**src/sv/mpw_pkg.sv**
```systemverilog
package mpw_pkg;

    // Item field widths
    localparam int CHAN_W   = 3;
    localparam int CAP_W    = 14;
    localparam int WRAP_W   = 8;
    localparam int WIDTH_W  = 32;
    localparam int FLAGS_W  = 8;
    localparam int MULT_W   = 24;

    // Window registers
    localparam int WIN_W      = 22;
    localparam int REG_COUNT  = 8;
    localparam int WIN_COUNT  = REG_COUNT / 2;
    localparam int REG_IDX_W  = 3;
    localparam int APB_ADDR_W = 5;
    localparam int APB_DATA_W = 32;

    // Item codes
    localparam logic OP_TICK    = 1'b0;
    localparam logic OP_EDGE    = 1'b1;
    localparam logic LEVEL_RISE = 1'b1;
    localparam logic LEVEL_FALL = 1'b0;

    // Window bounds, index 0 first: low/high pairs a, b, c, d
    typedef logic [0:REG_COUNT-1][WIN_W-1:0] win_regs_t;

    localparam win_regs_t WIN_RESET = '{
        22'd300,  22'd800,
        22'd1400, 22'd1800,
        22'd4200, 22'd4700,
        22'd2000, 22'd2600
    };

    // Per-channel update strobes for one transaction
    typedef struct packed {
        logic tick;
        logic rise;
        logic fall;
        logic hit;
    } chan_ctl_t;

endpackage

```
**src/sv/mpw_in_if.sv**
```systemverilog
interface mpw_in_if import mpw_pkg::*; ();
    logic              valid;
    logic              ready;
    logic              opcode;
    logic              group;
    logic [CHAN_W-1:0] channel;
    logic              level;
    logic [CAP_W-1:0]  capture;

    modport source (output valid, opcode, group, channel, level, capture, input ready);
    modport sink   (input valid, opcode, group, channel, level, capture, output ready);
endinterface

```
**src/sv/mpw_out_if.sv**
```systemverilog
interface mpw_out_if import mpw_pkg::*; ();
    logic               valid;
    logic               ready;
    logic               measured;
    logic [CHAN_W-1:0]  out_channel;
    logic [WIDTH_W-1:0] pulse_width;
    logic               pulse_ok;
    logic [FLAGS_W-1:0] all_flags;

    modport source (output valid, measured, out_channel, pulse_width, pulse_ok, all_flags,
                    input ready);
    modport sink   (input valid, measured, out_channel, pulse_width, pulse_ok, all_flags,
                    output ready);
endinterface

```
**src/sv/multichannel_pulse_width_window_check.sv**
```systemverilog
// Pulse-width window checker for NUM_CHANNELS capture channels.
// Input channel (in_ch): one transaction per event. A tick (opcode 0) counts
// one counter wrap for every channel of the given timer group. An edge
// (opcode 1) carries channel, pin level and the captured counter value: a
// rising edge restarts the channel, a falling edge produces the width
// wraps*COUNTS_PER_WRAP + capture - start (mod 2^32) and a window verdict.
// Output channel (out_ch): exactly one transaction per input transaction, in
// order, with the updated flag vector of all channels.
// Window bounds are written over the APB port, 4 bytes per register, and
// should only change while no transaction is in flight.
// Input acceptance and output valid are separated by the input register,
// then the result register. Throughput: one transaction per cycle while
// out_ch.ready stays high; the per-channel state is read and written in
// the same stage, so back-to-back events on one channel need no forwarding.
// Stall: when out_ch.ready is low the result register holds, the input
// register keeps one more transaction, and then in_ch.ready drops.
// Reset: all channel state, flags and pipeline valids clear; window
// registers return to their defaults.
module multichannel_pulse_width_window_check import mpw_pkg::*; #(
    parameter int NUM_CHANNELS       = 8,
    parameter int CHANNELS_PER_GROUP = 4,
    parameter int COUNTS_PER_WRAP    = 10000
) (
    input  logic                  clk,
    input  logic                  rst_n,
    mpw_in_if.sink                in_ch,
    mpw_out_if.source             out_ch,
    input  logic                  psel,
    input  logic                  penable,
    input  logic                  pwrite,
    input  logic [APB_ADDR_W-1:0] paddr,
    input  logic [APB_DATA_W-1:0] pwdata,
    output logic [APB_DATA_W-1:0] prdata,
    output logic                  pready
);

    localparam logic [MULT_W-1:0] CPW = MULT_W'(COUNTS_PER_WRAP);

    win_regs_t win;

    // Input register
    logic              s1_valid_reg;
    logic              s1_valid_next;
    logic              s1_opcode_reg;
    logic              s1_group_reg;
    logic [CHAN_W-1:0] s1_channel_reg;
    logic              s1_level_reg;
    logic [CAP_W-1:0]  s1_capture_reg;

    // Result register
    logic               out_valid_reg;
    logic               out_valid_next;
    logic               measured_reg;
    logic [CHAN_W-1:0]  out_channel_reg;
    logic [WIDTH_W-1:0] pulse_width_reg;
    logic               pulse_ok_reg;
    logic [FLAGS_W-1:0] all_flags_reg;

    logic in_take;
    logic advance;

    logic                    present;
    logic                    is_tick;
    logic                    is_rise;
    logic                    is_fall;
    logic [CAP_W-1:0]        sel_start;
    logic [WRAP_W-1:0]       sel_wrap;
    logic [MULT_W-1:0]       wrap_counts;
    logic [WIDTH_W-1:0]      width;
    logic                    hit;
    logic [FLAGS_W-1:0]      flags_comb;

    chan_ctl_t               ctl       [NUM_CHANNELS];
    logic [CAP_W-1:0]        start_q   [NUM_CHANNELS];
    logic [WRAP_W-1:0]       wrap_q    [NUM_CHANNELS];
    logic [NUM_CHANNELS-1:0] flag_next;

    mpw_cfg u_cfg (
        .clk     (clk),
        .rst_n   (rst_n),
        .psel    (psel),
        .penable (penable),
        .pwrite  (pwrite),
        .paddr   (paddr),
        .pwdata  (pwdata),
        .prdata  (prdata),
        .pready  (pready),
        .win     (win)
    );

    // Handshake: stage 1 moves on when the result register is free or drains
    assign advance     = s1_valid_reg && (!out_valid_reg || out_ch.ready);
    assign in_ch.ready = !s1_valid_reg || advance;
    assign in_take     = in_ch.valid && in_ch.ready;

    assign s1_valid_next  = in_take ? 1'b1 : (advance ? 1'b0 : s1_valid_reg);
    assign out_valid_next = advance ? 1'b1 : (out_ch.ready ? 1'b0 : out_valid_reg);

    always_ff @(posedge clk or negedge rst_n)
    begin
        if (!rst_n)
        begin
            s1_valid_reg  <= 1'b0;
            out_valid_reg <= 1'b0;
        end
        else
        begin
            s1_valid_reg  <= s1_valid_next;
            out_valid_reg <= out_valid_next;
        end
    end

    // Input payload register
    always_ff @(posedge clk)
    begin
        if (in_take)
        begin
            s1_opcode_reg  <= in_ch.opcode;
            s1_group_reg   <= in_ch.group;
            s1_channel_reg <= in_ch.channel;
            s1_level_reg   <= in_ch.level;
            s1_capture_reg <= in_ch.capture;
        end
    end

    // Decode
    assign present = 32'(s1_channel_reg) < NUM_CHANNELS;
    assign is_tick = advance && (s1_opcode_reg == OP_TICK);
    assign is_rise = (s1_opcode_reg == OP_EDGE) && present && (s1_level_reg == LEVEL_RISE);
    assign is_fall = (s1_opcode_reg == OP_EDGE) && present && (s1_level_reg == LEVEL_FALL);

    // Channel state select
    always_comb
    begin
        sel_start = '0;
        sel_wrap  = '0;
        for (int i = 0; i < NUM_CHANNELS; i++)
        begin
            if (32'(s1_channel_reg) == i)
            begin
                sel_start = start_q[i];
                sel_wrap  = wrap_q[i];
            end
        end
    end

    // Width: one small constant multiply and an add/subtract
    assign wrap_counts = MULT_W'(sel_wrap) * CPW;
    assign width = WIDTH_W'(wrap_counts) + WIDTH_W'(s1_capture_reg) - WIDTH_W'(sel_start);

    mpw_win u_win (
        .pulse_width (width),
        .win         (win),
        .hit         (hit)
    );

    // Per-channel state
    for (genvar i = 0; i < NUM_CHANNELS; i++)
    begin : g_chan
        localparam int GRP = i / CHANNELS_PER_GROUP;
        logic sel;

        assign sel = (32'(s1_channel_reg) == i);

        assign ctl[i].tick = is_tick && (32'(s1_group_reg) == GRP);
        assign ctl[i].rise = advance && is_rise && sel;
        assign ctl[i].fall = advance && is_fall && sel;
        assign ctl[i].hit  = hit;

        mpw_chan u_chan (
            .clk       (clk),
            .rst_n     (rst_n),
            .ctl       (ctl[i]),
            .capture   (s1_capture_reg),
            .start     (start_q[i]),
            .wraps     (wrap_q[i]),
            .flag_next (flag_next[i])
        );
    end

    // Flag vector shows the first eight channels only
    for (genvar b = 0; b < FLAGS_W; b++)
    begin : g_flags
        if (b < NUM_CHANNELS)
        begin : g_on
            assign flags_comb[b] = flag_next[b];
        end
        else
        begin : g_off
            assign flags_comb[b] = 1'b0;
        end
    end

    // Result payload register
    always_ff @(posedge clk)
    begin
        if (advance)
        begin
            measured_reg    <= is_fall;
            out_channel_reg <= (s1_opcode_reg == OP_EDGE) ? s1_channel_reg : '0;
            pulse_width_reg <= is_fall ? width : '0;
            pulse_ok_reg    <= is_fall && hit;
            all_flags_reg   <= flags_comb;
        end
    end

    assign out_ch.valid       = out_valid_reg;
    assign out_ch.measured    = measured_reg;
    assign out_ch.out_channel = out_channel_reg;
    assign out_ch.pulse_width = pulse_width_reg;
    assign out_ch.pulse_ok    = pulse_ok_reg;
    assign out_ch.all_flags   = all_flags_reg;

endmodule

```
**src/sv/mpw_cfg.sv**
```systemverilog
module mpw_cfg import mpw_pkg::*; (
    input  logic                  clk,
    input  logic                  rst_n,
    input  logic                  psel,
    input  logic                  penable,
    input  logic                  pwrite,
    input  logic [APB_ADDR_W-1:0] paddr,
    input  logic [APB_DATA_W-1:0] pwdata,
    output logic [APB_DATA_W-1:0] prdata,
    output logic                  pready,
    output win_regs_t             win
);

    win_regs_t            win_reg;
    win_regs_t            win_next;
    logic [REG_IDX_W-1:0] reg_idx;
    logic                 wr_en;

    assign pready  = 1'b1;
    assign reg_idx = paddr[APB_ADDR_W-1:2];
    assign wr_en   = psel && penable && pwrite;

    // Register write decode
    always_comb
    begin
        win_next = win_reg;
        if (wr_en)
        begin
            win_next[reg_idx] = pwdata[WIN_W-1:0];
        end
    end

    always_ff @(posedge clk or negedge rst_n)
    begin
        if (!rst_n)
        begin
            win_reg <= WIN_RESET;
        end
        else
        begin
            win_reg <= win_next;
        end
    end

    // Readback
    assign prdata = {{(APB_DATA_W-WIN_W){1'b0}}, win_reg[reg_idx]};
    assign win    = win_reg;

endmodule

```
**src/sv/mpw_win.sv**
```systemverilog
module mpw_win import mpw_pkg::*; (
    input  logic [WIDTH_W-1:0] pulse_width,
    input  win_regs_t          win,
    output logic               hit
);

    logic [WIDTH_W-1:0] lo;
    logic [WIDTH_W-1:0] hi;

    // Strict compare against each of the windows
    always_comb
    begin
        hit = 1'b0;
        lo  = '0;
        hi  = '0;
        for (int k = 0; k < WIN_COUNT; k++)
        begin
            lo = {{(WIDTH_W-WIN_W){1'b0}}, win[2*k]};
            hi = {{(WIDTH_W-WIN_W){1'b0}}, win[2*k+1]};
            if ((pulse_width > lo) && (pulse_width < hi))
            begin
                hit = 1'b1;
            end
        end
    end

endmodule

```
**src/sv/mpw_chan.sv**
```systemverilog
module mpw_chan import mpw_pkg::*; (
    input  logic              clk,
    input  logic              rst_n,
    input  chan_ctl_t         ctl,
    input  logic [CAP_W-1:0]  capture,
    output logic [CAP_W-1:0]  start,
    output logic [WRAP_W-1:0] wraps,
    output logic              flag_next
);

    logic [CAP_W-1:0]  start_reg;
    logic [CAP_W-1:0]  start_next;
    logic [WRAP_W-1:0] wrap_reg;
    logic [WRAP_W-1:0] wrap_next;
    logic              flag_reg;

    // Rising edge restarts the measurement, tick counts a counter wrap
    always_comb
    begin
        start_next = start_reg;
        wrap_next  = wrap_reg;
        if (ctl.rise)
        begin
            start_next = capture;
            wrap_next  = '0;
        end
        else if (ctl.tick)
        begin
            wrap_next = wrap_reg + WRAP_W'(1);
        end
    end

    assign flag_next = ctl.fall ? ctl.hit : flag_reg;

    always_ff @(posedge clk or negedge rst_n)
    begin
        if (!rst_n)
        begin
            start_reg <= '0;
            wrap_reg  <= '0;
            flag_reg  <= 1'b0;
        end
        else
        begin
            start_reg <= start_next;
            wrap_reg  <= wrap_next;
            flag_reg  <= flag_next;
        end
    end

    assign start = start_reg;
    assign wraps = wrap_reg;

endmodule

```
**src/flat_wrapper.sv**
```systemverilog
// flat-port wrapper written by rule: the top's interface ports become plain ports
module multichannel_pulse_width_window_check_flat import mpw_pkg::*;
#(
    parameter int NUM_CHANNELS       = 8,
    parameter int CHANNELS_PER_GROUP = 4,
    parameter int COUNTS_PER_WRAP    = 10000
)
  (clk, rst_n, psel, penable, pwrite, paddr, pwdata, prdata, pready, in_ch_valid, in_ch_opcode, in_ch_group, in_ch_channel, in_ch_level, in_ch_capture, in_ch_ready, out_ch_valid, out_ch_measured, out_ch_out_channel, out_ch_pulse_width, out_ch_pulse_ok, out_ch_all_flags, out_ch_ready);
  mpw_in_if in_ch_i ();
  mpw_out_if out_ch_i ();
  input  logic clk;
  input  logic rst_n;
  input  logic psel;
  input  logic penable;
  input  logic pwrite;
  input  logic [APB_ADDR_W-1:0] paddr;
  input  logic [APB_DATA_W-1:0] pwdata;
  output logic [APB_DATA_W-1:0] prdata;
  output logic pready;
  input wire logic [$bits(in_ch_i.valid)-1:0] in_ch_valid;
  input wire logic [$bits(in_ch_i.opcode)-1:0] in_ch_opcode;
  input wire logic [$bits(in_ch_i.group)-1:0] in_ch_group;
  input wire logic [$bits(in_ch_i.channel)-1:0] in_ch_channel;
  input wire logic [$bits(in_ch_i.level)-1:0] in_ch_level;
  input wire logic [$bits(in_ch_i.capture)-1:0] in_ch_capture;
  output wire logic [$bits(in_ch_i.ready)-1:0] in_ch_ready;
  output wire logic [$bits(out_ch_i.valid)-1:0] out_ch_valid;
  output wire logic [$bits(out_ch_i.measured)-1:0] out_ch_measured;
  output wire logic [$bits(out_ch_i.out_channel)-1:0] out_ch_out_channel;
  output wire logic [$bits(out_ch_i.pulse_width)-1:0] out_ch_pulse_width;
  output wire logic [$bits(out_ch_i.pulse_ok)-1:0] out_ch_pulse_ok;
  output wire logic [$bits(out_ch_i.all_flags)-1:0] out_ch_all_flags;
  input wire logic [$bits(out_ch_i.ready)-1:0] out_ch_ready;
  assign in_ch_i.valid = in_ch_valid;
  assign in_ch_i.opcode = in_ch_opcode;
  assign in_ch_i.group = in_ch_group;
  assign in_ch_i.channel = in_ch_channel;
  assign in_ch_i.level = in_ch_level;
  assign in_ch_i.capture = in_ch_capture;
  assign in_ch_ready = in_ch_i.ready;
  assign out_ch_valid = out_ch_i.valid;
  assign out_ch_measured = out_ch_i.measured;
  assign out_ch_out_channel = out_ch_i.out_channel;
  assign out_ch_pulse_width = out_ch_i.pulse_width;
  assign out_ch_pulse_ok = out_ch_i.pulse_ok;
  assign out_ch_all_flags = out_ch_i.all_flags;
  assign out_ch_i.ready = out_ch_ready;
  multichannel_pulse_width_window_check #(.NUM_CHANNELS(NUM_CHANNELS), .CHANNELS_PER_GROUP(CHANNELS_PER_GROUP), .COUNTS_PER_WRAP(COUNTS_PER_WRAP)) u_core (.clk(clk), .rst_n(rst_n), .in_ch(in_ch_i), .out_ch(out_ch_i), .psel(psel), .penable(penable), .pwrite(pwrite), .paddr(paddr), .pwdata(pwdata), .prdata(prdata), .pready(pready));
endmodule
```
**config.mk**
```make
export PLATFORM = sky130hd
export DESIGN_NAME = multichannel_pulse_width_window_check_flat
export DESIGN_NICKNAME = d
export VERILOG_FILES = /design/src/sv/mpw_pkg.sv /design/src/sv/mpw_in_if.sv /design/src/sv/mpw_out_if.sv /design/src/sv/multichannel_pulse_width_window_check.sv /design/src/sv/mpw_cfg.sv /design/src/sv/mpw_win.sv /design/src/sv/mpw_chan.sv /design/src/flat_wrapper.sv
export SDC_FILE = /design/constraint.sdc
export NUM_CORES = 1
export LEC_CHECK = 0
export ABC_AREA = 1
export CAP_MARGIN = 5
export CORE_MARGIN = 2
export CORE_UTILIZATION = 55
export CTS_BUF_LIST = sky130_fd_sc_hd__clkbuf_2 sky130_fd_sc_hd__clkbuf_4 sky130_fd_sc_hd__clkbuf_8
export CTS_CLUSTER_SIZE = 25
export DETAILED_ROUTE_END_ITERATION = 8
export DONT_BUFFER_PORTS = 1
export GPL_ROUTABILITY_DRIVEN = 0
export PLACE_DENSITY = 0.76
export RECOVER_POWER = 50
export SETUP_SLACK_MARGIN = 0.4
export SLEW_MARGIN = 5
export SYNTH_ARGS = -nofsm -noshare
export SYNTH_HDL_FRONTEND = slang
export SYNTH_SLANG_ARGS = --single-unit
```
**constraint.sdc**
```tcl
create_clock -name clk -period 17.75 [get_ports clk]
set_clock_uncertainty 0.15 [all_clocks]
set_input_delay 0.8875 -clock clk [delete_from_list [all_inputs] [get_ports clk]]
set_output_delay 0.8875 -clock clk [all_outputs]
set_load 0.05 [all_outputs]
```
# Yosys cells after proc, flatten, opt, wreduce, memory -nomap -nowiden
# Index checks and enable logic that the tools add are counted.
[word_totals]
output_inout_bits = 80
word_cells = 178
ff_bits = 427
inputBits = 64
[op_classes]
n_reduce_logical = 48
mul = 1
bitwise_logic = 4
order_cmp = 10
muxes = 54
eq_ne = 7
add_sub_neg = 10
[op_table]
columns = ["cell", "n"]
rows = [
  ["8-bit two-way mux", 24],
  ["176-bit bitwise mux", 1],
  ["32-bit by 22-bit greater-than comparator with 1-bit output", 4],
  ["32-bit by 22-bit less-than comparator with 1-bit output", 4],
  ["14-bit two-way mux", 8],
  ["22-bit binary-select mux with 3-bit select", 1],
  ["22-bit demux with 3-bit select", 1],
  ["22-bit two-way mux", 3],
  ["8-bit by 1-bit adder with 8-bit output, second input constant", 8],
  ["1-bit logical AND", 33],
  ["32-bit by 14-bit subtractor with 32-bit output", 1],
  ["22-bit by 14-bit adder with 23-bit output", 1],
  ["2-bit nonzero test", 10],
  ["8-bit by 10-bit multiplier with 18-bit output, second input constant", 1],
  ["1-bit two-way mux", 16],
  ["3-bit equality test, second input constant", 4],
  ["3-bit by 2-bit equality test with 1-bit output, second input constant", 2],
  ["4-bit >= comparator, second input constant", 1],
  ["4-bit by 1-bit less-than comparator with 1-bit output, second input constant", 1],
  ["3-bit inverter with 4-bit output", 1],
  ["3-bit by 1-bit equality test with 1-bit output, second input constant", 1],
  ["3-bit zero test", 1],
  ["1-bit inverter", 3],
  ["1-bit zero test", 2],
  ["1-bit logical OR", 2],
]

# Logic depth before layout (Yosys ltp)
[depth]
word_depth = 19
mapped_depth = 49
depth_no_buf = 49

# Cells and area by module
# From an unflattened synthesis, not the netlist that was laid out.
[hier_totals]
cells_unflattened = 3693
hier_area_um2 = 27475.1
[by_module_without_submodules]
columns = ["module", "n_inst", "area_each_um2", "seq_area_each_um2", "cells_per_inst"]
rows = [
  ["mpw_cfg", 1, 8988.6, 4450.5, 1237],
  ["mpw_chan", 8, 968.4, 575.6, 114],
  ["multichannel_pulse_width_window_check", 1, 6080.8, 1761.7, 791],
  ["mpw_win", 1, 4658.2, 0.0, 753],
]

# Worst setup path before layout
# No wires, ideal clock.
[synth_timing]
path_kind = "register -> register"
from = "reg u_core.s1_channel_reg[0]"
to = "reg u_core.all_flags_reg[1], in the netlist u_core.out_ch.all_flags[1], data pin"
arrival_time_ns = 7.791
setup_time_ns = 0.261
stages_incl_launch_ff = 42
n_path_buf = 0
t_required_ns = 17.339
setup_slack_ns = 9.548
period_less_slack_ns = 8.202
path_cell_list = "edfxtp_1 inv_2 nor3_1 clkinv_1 o22ai_1 a21oi_1 o211ai_1 a221oi_1 nand2_1 ha_1 ha_1 inv_1 fa_1 fa_1 fa_1 xnor2_1 ha_1 a21oi_1 [6 not listed] a21oi_1 nand3_2 nor2_4 nand2_2 nor2_4 xor2_1 inv_1 ha_1 nand2_1 or3_1 o41ai_1 nand4_1 nand2_1 inv_1 a21oi_2 nand2_4 nand3_2 nand2_1"
[synth_between]
elab_chain_cells = 19
word_cells_on_any_way = 45
classes_between = "add/sub: 2; mul: 1; order compare: 8; eq/ne: 7; mux: 21; reduce/logical: 6"
[synth_lines]
columns = ["item", "line", "rtl"]
rows = [
  ["start, declared", "multichannel_pulse_width_window_check.sv:46", "logic [CHAN_W-1:0] s1_channel_reg;"],
  ["start signal, assigned", "multichannel_pulse_width_window_check.sv:120", "s1_channel_reg <= in_ch.channel;"],
  ["3-bit zero test", "multichannel_pulse_width_window_check.sv:139", "if (32'(s1_channel_reg) == i)"],
  ["8-bit two-way mux (8 in series)", "multichannel_pulse_width_window_check.sv:139", ""],
  ["8-bit by 10-bit multiplier with 18-bit output", "multichannel_pulse_width_window_check.sv:148", "assign wrap_counts = MULT_W'(sel_wrap) * CPW;"],
  ["22-bit by 14-bit adder with 23-bit output", "multichannel_pulse_width_window_check.sv:149", "assign width = WIDTH_W'(wrap_counts) + WIDTH_W'(s1_capture_reg) - WIDTH_W'(sel_start);"],
  ["32-bit by 14-bit subtractor with 32-bit output *", "multichannel_pulse_width_window_check.sv:149", ""],
  ["named net u_core.u_win.pulse_width[20]", "mpw_win.sv:2", "input logic [WIDTH_W-1:0] pulse_width,"],
  ["32-bit by 22-bit greater-than comparator with 1-bit output or 32-bit by 22-bit less-than comparator with 1-bit output (tied branches)", "mpw_win.sv:20", "if ((pulse_width > lo) && (pulse_width < hi))"],
  ["1-bit logical AND", "mpw_win.sv:20", ""],
  ["1-bit two-way mux (3 in series)", "mpw_win.sv:20", ""],
  ["1-bit two-way mux *", "mpw_win.sv:20", ""],
  ["1-bit two-way mux *", "mpw_chan.sv:33", "assign flag_next = ctl.fall ? ctl.hit : flag_reg;"],
  ["named net u_core.g_chan[1].u_chan.flag_next", "mpw_chan.sv:8", "output logic flag_next"],
  ["end signal, assigned", "multichannel_pulse_width_window_check.sv:203", "all_flags_reg <= flags_comb;"],
  ["end, declared", "multichannel_pulse_width_window_check.sv:57", "logic [FLAGS_W-1:0] all_flags_reg;"],
]
# The timed path passes the listed nets; every way through them passes the cells marked *.
# A chain may end at the register's enable or synchronous reset.

# Worst setup path in the final report
[layout_timing]
from = "reg u_core.s1_channel_reg[2]"
to = "reg u_core.all_flags_reg[0], in the netlist u_core.out_ch.all_flags[0], data pin"
[layout_between]
elab_chain_cells = 19
word_cells_on_any_way = 45
classes_between = "add/sub: 2; mul: 1; order compare: 8; eq/ne: 7; mux: 21; reduce/logical: 6"
[layout_lines]
columns = ["item", "line"]
rows = [
  ["3-bit zero test", "multichannel_pulse_width_window_check.sv:139"],
  ["8-bit two-way mux (8 in series)", "multichannel_pulse_width_window_check.sv:139"],
  ["8-bit by 10-bit multiplier with 18-bit output", "multichannel_pulse_width_window_check.sv:148"],
  ["22-bit by 14-bit adder with 23-bit output", "multichannel_pulse_width_window_check.sv:149"],
  ["32-bit by 14-bit subtractor with 32-bit output *", "multichannel_pulse_width_window_check.sv:149"],
  ["named net u_core.u_win.pulse_width[14]", "mpw_win.sv:2"],
  ["32-bit by 22-bit greater-than comparator with 1-bit output or 32-bit by 22-bit less-than comparator with 1-bit output (tied branches)", "mpw_win.sv:20"],
  ["1-bit logical AND", "mpw_win.sv:20"],
  ["1-bit two-way mux (3 in series)", "mpw_win.sv:20"],
  ["1-bit two-way mux *", "mpw_win.sv:20"],
  ["1-bit two-way mux *", "mpw_chan.sv:33"],
  ["named net u_core.g_chan[0].u_chan.flag_next", "mpw_chan.sv:8"],
]
# Marks and branches as above.

==> out/qor.txt <==
Adder-Cell Fraction of Synth Area: 12.9%
Largest family of logic cells by synthesized area: simple AND/OR/NAND/NOR gates
CP Data Required Time: 17.99 ns
CTS tree: yes
Synth Area in Compound Gates: 16.7%
Total gr overflow: 0
Wire length per cell: 20.3 µm
Wirelength, routed: 73800 µm
Post-synthesis simple-gate area fraction: 16.8%
Hold Crit Class: in2reg
Mapped Cells: 2971
Most common cell type on the critical path: ha_1
Die H: 218 µm
Setup violators final: 0
Core area: 0.0453 mm²
Hpwl dp: 50800 µm
Die footprint: 0.0474 mm²
Setup bufs post-CTS: 0
Max transition margin: -363%
Largest net degree at the start of global routing: 355
Met2 Track Usage GR: 51.3%
Setup_tns: 0 ns
Post_cts resized: 0
Final min period: 10.85 ns
Max Slew Vio Count: 539
CP Class: reg2reg
Vias in the first global route: 21600
Final worst path period share: 61.1%
Type of origin of the critical path: flop
Multi-input combinational cell area: 0.0121 mm²
Worst R2R Setup Slack: 6.90 ns
Share of layout cells above drive strength 1: 8.22%
Antenna-violating nets left: 0
Least-Margin Pin Slew: 6.95 ns
Cts hold-fix bufs: 2
Met3 usage: 6.28%
Top FF cell, synth: dfrtp_1
Initial core utilization: 55.5%
PortBufs: 0
Unrepaired setup endpoints after global routing: no
Nets: 3303
Synth warn: 0
First-pass GRT wire length: 116000 µm
GRT Max-Usage Layer: met2
Drt initial violations: 2226
Via count: 22000
# DRC: 0
Number of flip-flops under the largest register name: 176
Initial antenna violation count: 0
Sequential cell area: 0.0111 mm²
H-tree levels: 3
Register area share after synthesis: 44.0%
Failing checks: capacitance limit, slew limit
XOR/XNOR share of the synthesized area: 1.25%
Arrival time worst endpoint: 11.09 ns
Drt pass-1 iters: 9
EDFF count, synth: 65
CP Max Fanout: 18
Synth Area per Inst: 8.46 µm²
IO Pins: 144
Mapped Area: 0.0251 mm²
Mux cell area share after synthesis: 0%
Top achievable clock speed: 0.0922 GHz
Number of diodes: 0
Synth cell types: 59
Cts bufs inserted: 73
Max-cap violations: 7
Met1 Resource Use GR: 38.2%
Worst-path clk slew: 0.06 ns
Area grow syn2layout: 8.69%
Via density per instance: 6.03
FILL cells: 3835
Die width: 218 µm
Largest stage delay, worst path: 0.94 ns
CP max-delay cell: o41ai_1
Clk root buf: clkbuf_8
Final hold violation count: 0
Cell row count: 78
Clk_lat worst skew: 0.67 ns
Run status: finished, violations left
Asr flop ratio synth: 84.8%
FF+latch count, synth: 427
Clk sinks: 427
GRT Util Overall: 31.4%
CTS Buffer Depth: 3
Crit end category: flop
per-stage QoR:
stage / std cells / hold slack, ns / utilization [%] / setup WS [ns] / cell area (µm²)
4_1_cts: 3640 / 0.139 / 60.5 / 7.27 / 27400
6_report: 3642 / 0.178 / 60.4 / 6.90 / 27300
5_1_grt: 3642 / 0.146 / 60.4 / 5.07 / 27300
2_1_floorplan: 2980 / 0.298 / - / 9.55 / 25200
3_3_place_gp: 3507 / 0.311 / 56.9 / 7.55 / 25800
3_5_place_dp: 3507 / 0.323 / 56.9 / 7.28 / 25800
cells by family after synthesis:
logic type / count (synthesis)
AND/OR/NAND/NOR: 983
AO/OA/AOI/OAI: 729
buffers and inverters: 541
flip-flops: 427
adder cells (fa/ha/maj): 253
XOR/XNOR: 36
other: 2
final cells by class:
cell class	count	share of cell area (%)
sequential	427	40.5
timing repair buffer	36	0.861
multi-input combinational	2012	44.2
tap	600	2.75
clock inverter	11	0.366
inverter	436	5.99
clock buffer	120	5.40
layout by cell type (no fill, tap or decap), types with 54 or more instances in the layout:
master / netlist / layout
edfxtp_1: 65 / 65
clkbuf_8: 0 / 92
a21oi_1: 156 / 156
o21ai_0: 371 / 371
nor2_1: 162 / 160
nand3_1: 82 / 82
nand2_1: 577 / 576
nor3_1: 59 / 54
inv_1: 426 / 426
ha_1: 242 / 242
dfrtp_1: 325 / 325
critical path, delay by kind of cell (launching register included):
family	cells	cell delay [ns]
AO/OA/AOI/OAI	14	3.65
adder cells (fa/ha/maj)	8	2.71
buffers and inverters	8	1.73
AND/OR/NAND/NOR	7	1.14
XOR/XNOR	3	0.71
flip-flops	1	0.50
Yosys cell counts, types with 3 or more instances:
master / count / area [µm²]
o211ai_1: 3 / 22.5
a21boi_0: 4 / 30.0
nand2_1: 577 / 2170
nor2_1: 162 / 608
a21oi_1: 156 / 781
ha_1: 242 / 3030
a22oi_1: 15 / 113
a22o_1: 11 / 96.3
a211oi_1: 12 / 90.1
clkbuf_1: 89 / 334
a31oi_1: 7 / 43.8
inv_2: 7 / 26.3
clkinv_1: 3 / 11.3
or4_1: 5 / 37.5
nand2_2: 17 / 106
nor3_4: 3 / 48.8
o21bai_1: 6 / 45.0
o21ai_0: 371 / 1860
inv_1: 426 / 1600
dfrtp_1: 325 / 8130
nand3_2: 12 / 120
o2111ai_1: 16 / 140
xor2_1: 29 / 254
nand4_1: 33 / 206
o221ai_1: 7 / 61.3
a21o_1: 7 / 52.6
nor3_1: 59 / 295
a221oi_1: 51 / 447
and3_1: 4 / 25.0
o22ai_1: 49 / 307
xnor2_1: 7 / 61.3
nor4_1: 13 / 81.3
edfxtp_1: 65 / 1950
buf_4: 11 / 82.6
o21a_1: 5 / 37.5
and2_1: 4 / 25.0
nand3_1: 82 / 410
dfstp_2: 37 / 972
o41ai_1: 3 / 26.3
fa_1: 11 / 220
path summary, 6_finish.rpt:
path | start | to | cells past startpoint
max in group asynchronous | rst_n | u_core.g_chan[5].u_chan.wraps[5]$_DFFE_PN0P_ | 2
setup reg to reg | u_core.s1_channel_reg[2]$_DFFE_PP_ | u_core.out_ch.all_flags[0]$_DFFE_PP_ | 40
hold / removal | in_ch_capture[1] | u_core.s1_capture_reg[1]$_DFFE_PP_ | 0
hold reg to reg | u_core.g_chan[3].u_chan.start[4]$_DFFE_PN0P_ | u_core.g_chan[3].u_chan.start[4]$_DFFE_PN0P_ | 2
min in group asynchronous | rst_n | u_core.u_cfg.win[156]$_DFFE_PN1P_ | 1
setup / recovery | u_core.s1_channel_reg[2]$_DFFE_PP_ | u_core.out_ch.all_flags[0]$_DFFE_PP_ | 40
per-layer routing:
| layer | vias up | share of wire [%] |
|---|---|---|
| li1 | 10100 | - |
| met3 | 294 | 8.3 |
| met4 | 0 | 6.4 |
| met5 | - | 0 |
| met2 | 1109 | 47 |
| met1 | 10500 | 39 |
Power is left out: the tool's default activity adds up to more than one toggle a clock period on the data nets, which glitch-free logic cannot reach.
